### src/rtl/core/rrtsm_scan.sv
// ---------------------------------------------------------------------------
// Rotating priority scan
// Finds the first requesting source at or after the start index, wrapping
// around over all sources.
// ---------------------------------------------------------------------------
`default_nettype none

module rrtsm_scan #(
  parameter int SOURCES = 4,
  parameter int SRC_W   = 2
) (
  input  logic [SOURCES-1:0] req_i,
  input  logic [SRC_W-1:0]   start_i,
  output logic               found_o,
  output logic [SRC_W-1:0]   idx_o
);

  localparam int CAND_W = SRC_W + 1;

  // Walk from the farthest candidate to the nearest so the nearest wins.
  always_comb begin
    logic [CAND_W-1:0] cand;
    found_o = 1'b0;
    idx_o   = '0;
    for (int k = SOURCES - 1; k >= 0; k--) begin
      cand = CAND_W'(start_i) + CAND_W'(k);
      if (cand >= CAND_W'(SOURCES)) begin
        cand = cand - CAND_W'(SOURCES);
      end
      if (req_i[cand[SRC_W-1:0]]) begin
        found_o = 1'b1;
        idx_o   = cand[SRC_W-1:0];
      end
    end
  end

endmodule

`default_nettype wire

### config.mk
export PLATFORM = sky130hd
export DESIGN_NAME = rrtsm_scan
export DESIGN_NICKNAME = d
export VERILOG_FILES = /design/src/rtl/core/rrtsm_scan.sv
export SDC_FILE = /design/constraint.sdc
export NUM_CORES = 1
export LEC_CHECK = 0
export BUFFER_PORTS_ARGS = -buffer_cell sky130_fd_sc_hd__buf_2
export CAP_MARGIN = 20
export CORE_AREA = 10 10 47 49
export DETAILED_ROUTE_END_ITERATION = 12
export DIE_AREA = 0 0 57 59
export PLACE_DENSITY = 0.3
export SLEW_MARGIN = 20
export SYNTH_ARGS = -nofsm -noshare
export SYNTH_HDL_FRONTEND = slang
export SYNTH_SLANG_ARGS = --single-unit
### constraint.sdc
create_clock -name vclk -period 1.01
set_input_delay 0.0505 -clock vclk [all_inputs]
set_output_delay 0.0505 -clock vclk [all_outputs]
set_load 0.1 [all_outputs]
Word-level counts from Yosys, hierarchy flattened
Cells that the tools add are included.

cells by class
  $add $sub $neg = 7
  magnitude comparators = 8
  multiplexer cells = 20

operators with widths
  kind                                                        number
  two-way mux 2 bit                                           8
  less-than comparator 2 x 3 -> 1 bit, second input constant  4
  >= comparator 3 bit, second input constant                  3
  binary-select mux 1 bit (select 2 bit)                      4
  two-way mux 1 bit                                           8
  subtractor 2 x 1 -> 2 bit, second input constant            4
  adder 2 x 2 -> 3 bit, second input constant                 2
  adder 2 x 1 -> 3 bit, second input constant                 1
  >= comparator 2 x 3 -> 1 bit, second input constant         1

storage, ports and cells
  bits in registers = 0
  output and inout bits = 3
  word-level logic and storage cells = 35

Logic depth before layout (Yosys ltp)
  depth after elaboration = 9
  depth in mapped cells = 3

Least setup slack after synthesis
OpenSTA, ideal clock, no wires.

  kind = input-to-output
  from = input port req_i[1]
  to = output port idx_o[1]
  arrival time = 1.548 ns
  required time = 0.959 ns
  slack = -0.589 ns
  stages on the path = 3
  buffers on the path = 0
  path through = nor3b_1 -> a211oi_1 -> nor2_1

on the way
  cells in the longest elaborated chain, start to end = 6
  elaborated cells on any way between the ends = 12
  those cells by class = mux: 12

RTL lines
  element                                  RTL line  source
  start, declared                          12        input logic [SOURCES-1:0] req_i,
  binary-select mux 1 bit (select 2 bit)   30        if (req_i[cand[SRC_W-1:0]]) begin
  two-way mux 1 bit (implied by the code)  30
  two-way mux 2 bit (3 in a row)           30
  two-way mux 2 bit *                      30
  end, declared                            15        output logic [SRC_W-1:0] idx_o

Every way passes the cells marked *; elsewhere a longest branch is shown, timed or not. The select of a mux whose other input is x is not followed.

Final worst setup path
  from = input port req_i[3]
  to = output port idx_o[1]

The elaborated chain is that of the path after synthesis.

==> flow_summary.json <==
{
  "status": "complete, no violations",
  "hp-class": "in2out",
  "slowest_stage": "a211oi_1",
  "period_needed_ns": 0.910,
  "wirelength_um": 354,
  "end_kind": "primary output",
  "drt-initial-drc-count": 1,
  "core_um2": 1400,
  "crit_type": "in2out",
  "max_slew_margin_pct": 67.7,
  "antenna_found_initial": 0,
  "place_hpwl_um": 330,
  "path_cells": "buf_2, nand2b_1, a211oi_1, buf_4, nor2_4, buf_12",
  "finalHoldViolations": 0,
  "drv_slew": 0,
  "ant_nets": 0,
  "grt_pass1_vias": 127,
  "seq_area_um2": 0,
  "yosysTopAreaCell": "nor2_1",
  "seq_cell_count": 0,
  "setup_ws_ns": 0.100,
  "ys_seq_area_share_pct": 0,
  "critPathMaxStageDelay_ns": 0.22,
  "start_util_pct": 5.54,
  "wl_per_cell_um": 8.85,
  "setup_viol": 0,
  "yosysMostFrequentCell": "nor2_1",
  "fp.dieH_um": 59,
  "startpoint_type": "input port",
  "max_clock_freq_mhz": 1100,
  "clock_buffers": 0,
  "synth.yosys.warnings": 0,
  "via_per_inst": 3.10,
  "synth_top_area_share_pct": 19.4,
  "fin_nets": 32,
  "fill_cells": 169,
  "num_antenna_cells": 0,
  "gr-usage-all-layers_pct": 1.76,
  "die_w_um": 57,
  "finalCritPeriodShare_pct": 90.1,
  "ys_types": 8,
  "first_pass_iters": 2,
  "area_growth_pct": 161,
  "grt_pass1_wl_um": 510,
  "p_total_uw": 168,
  "cp.required_ns": 0.96,
  "rows": 14,
  "synth_area_um2": 77.6,
  "crit_end": "idx_o[1]",
  "gp_congestion": 0.606,
  "synthCells": 13,
  "tightestPinTransition_ns": 0.488,
  "multi_input_area_um2": 92.6,
  "power_density_nw_per_um2": 828,
  "synth_common_cells": "4 x nor2_1, 2 x nand2_1, 2 x nand2b_1",
  "postCtsSetupRepairBufs": 0,
  "crit_start": "req_i[3]",
  "peakVddDrop_v": 0.000218,
  "worst-path-max-fanout": 4,
  "drive_gt1_share_pct": 54.2,
  "synth_area_leaders": "nor2_1 19%, a211oi_2 16%, nand2b_1 16%",
  "vias": 124,
  "fp.dieArea_um2": 3360,
  "syn_area_per_cell_um2": 5.97,
  "rsz0062_at_grt": "false",
  "dpl_worst_slack_ns": 0.0913,
  "leakagePower_nw": 0.0853,
  "grt_max_degree": 6,
  "cts_resized": 0,
  "grt_overflow": 0,
  "numPortBuffers": 9,
  "hold_buffers": 0,
  "cp.arrival_ns": 0.86,
  "io_pins": 9,
  "drv_cap": 0,
  "remaining_drc_errors": 0,
  "synth_nets": 19
}
power breakdown:
part / switching [mW] / leakage [nW] / internal (mW)
clock: 0 / 0 / 0
combinational: 0.105 / 0.0853 / 0.0630
sequential: 0 / 0 / 0
how the worst min path moves through the flow:
stage	start	to	slack, ns	cells after the start
floorplan	req_i[0]	idx_o[0]	0.28	1
global placement	req_i[0]	idx_o[0]	0.45	3
detailed placement	req_i[0]	idx_o[0]	0.46	3
CTS	req_i[0]	idx_o[0]	0.46	3
global route	req_i[0]	idx_o[0]	0.47	3
finish	req_i[0]	idx_o[0]	0.45	3
per-stage QoR:
stage / util, % / TNS (ns) / std cells / hold slack, ns / area, µm²
2_1_floorplan: - / -0.124 / 13 / 0.282 / 92.6
3_3_place_gp: 14.5 / 0 / 40 / 0.453 / 203
3_5_place_dp: 14.5 / 0 / 40 / 0.457 / 203
4_1_cts: 14.5 / 0 / 40 / 0.457 / 203
5_1_grt: 14.5 / 0 / 40 / 0.466 / 203
6_report: 14.5 / 0 / 40 / 0.454 / 203
placed cells by master (no fill, tap or decap), types with 2 or more instances in the layout:
cell	instances
buf_2	7
nor2_1	3
nand2_1	2
nand2b_1	2
buf_12	2
buf_4	2
worst max-delay path: cells and delay by family:
family | cells | cell delay, ns
compound gates | 1 | 0.22
buf+inv | 3 | 0.42
simple gates | 2 | 0.16
logic make-up after synthesis:
kind of cell,synth area share (%)
multiplexers,12.9
AO/OA/AOI/OAI,32.3
AND/OR/NAND/NOR,54.8
area by class of cell:
class / count / area share, %
multi-input cells: 13 / 45.7
well taps: 16 / 9.88
repair buffers: 11 / 44.4
per-layer routing:
layer / GRT usage [%] / share of wire [%] / vias up / wire [µm]
met3: 1.29 / 15 / 0 / 54
met4: 0 / 0 / 0 / 0
met5: 0 / 0 / - / 0
li1: - / - / 67 / -
met2: 1.71 / 25 / 9 / 89
met1: 2.82 / 59 / 48 / 210
Note: power is estimated with default switching activity, not from simulation.
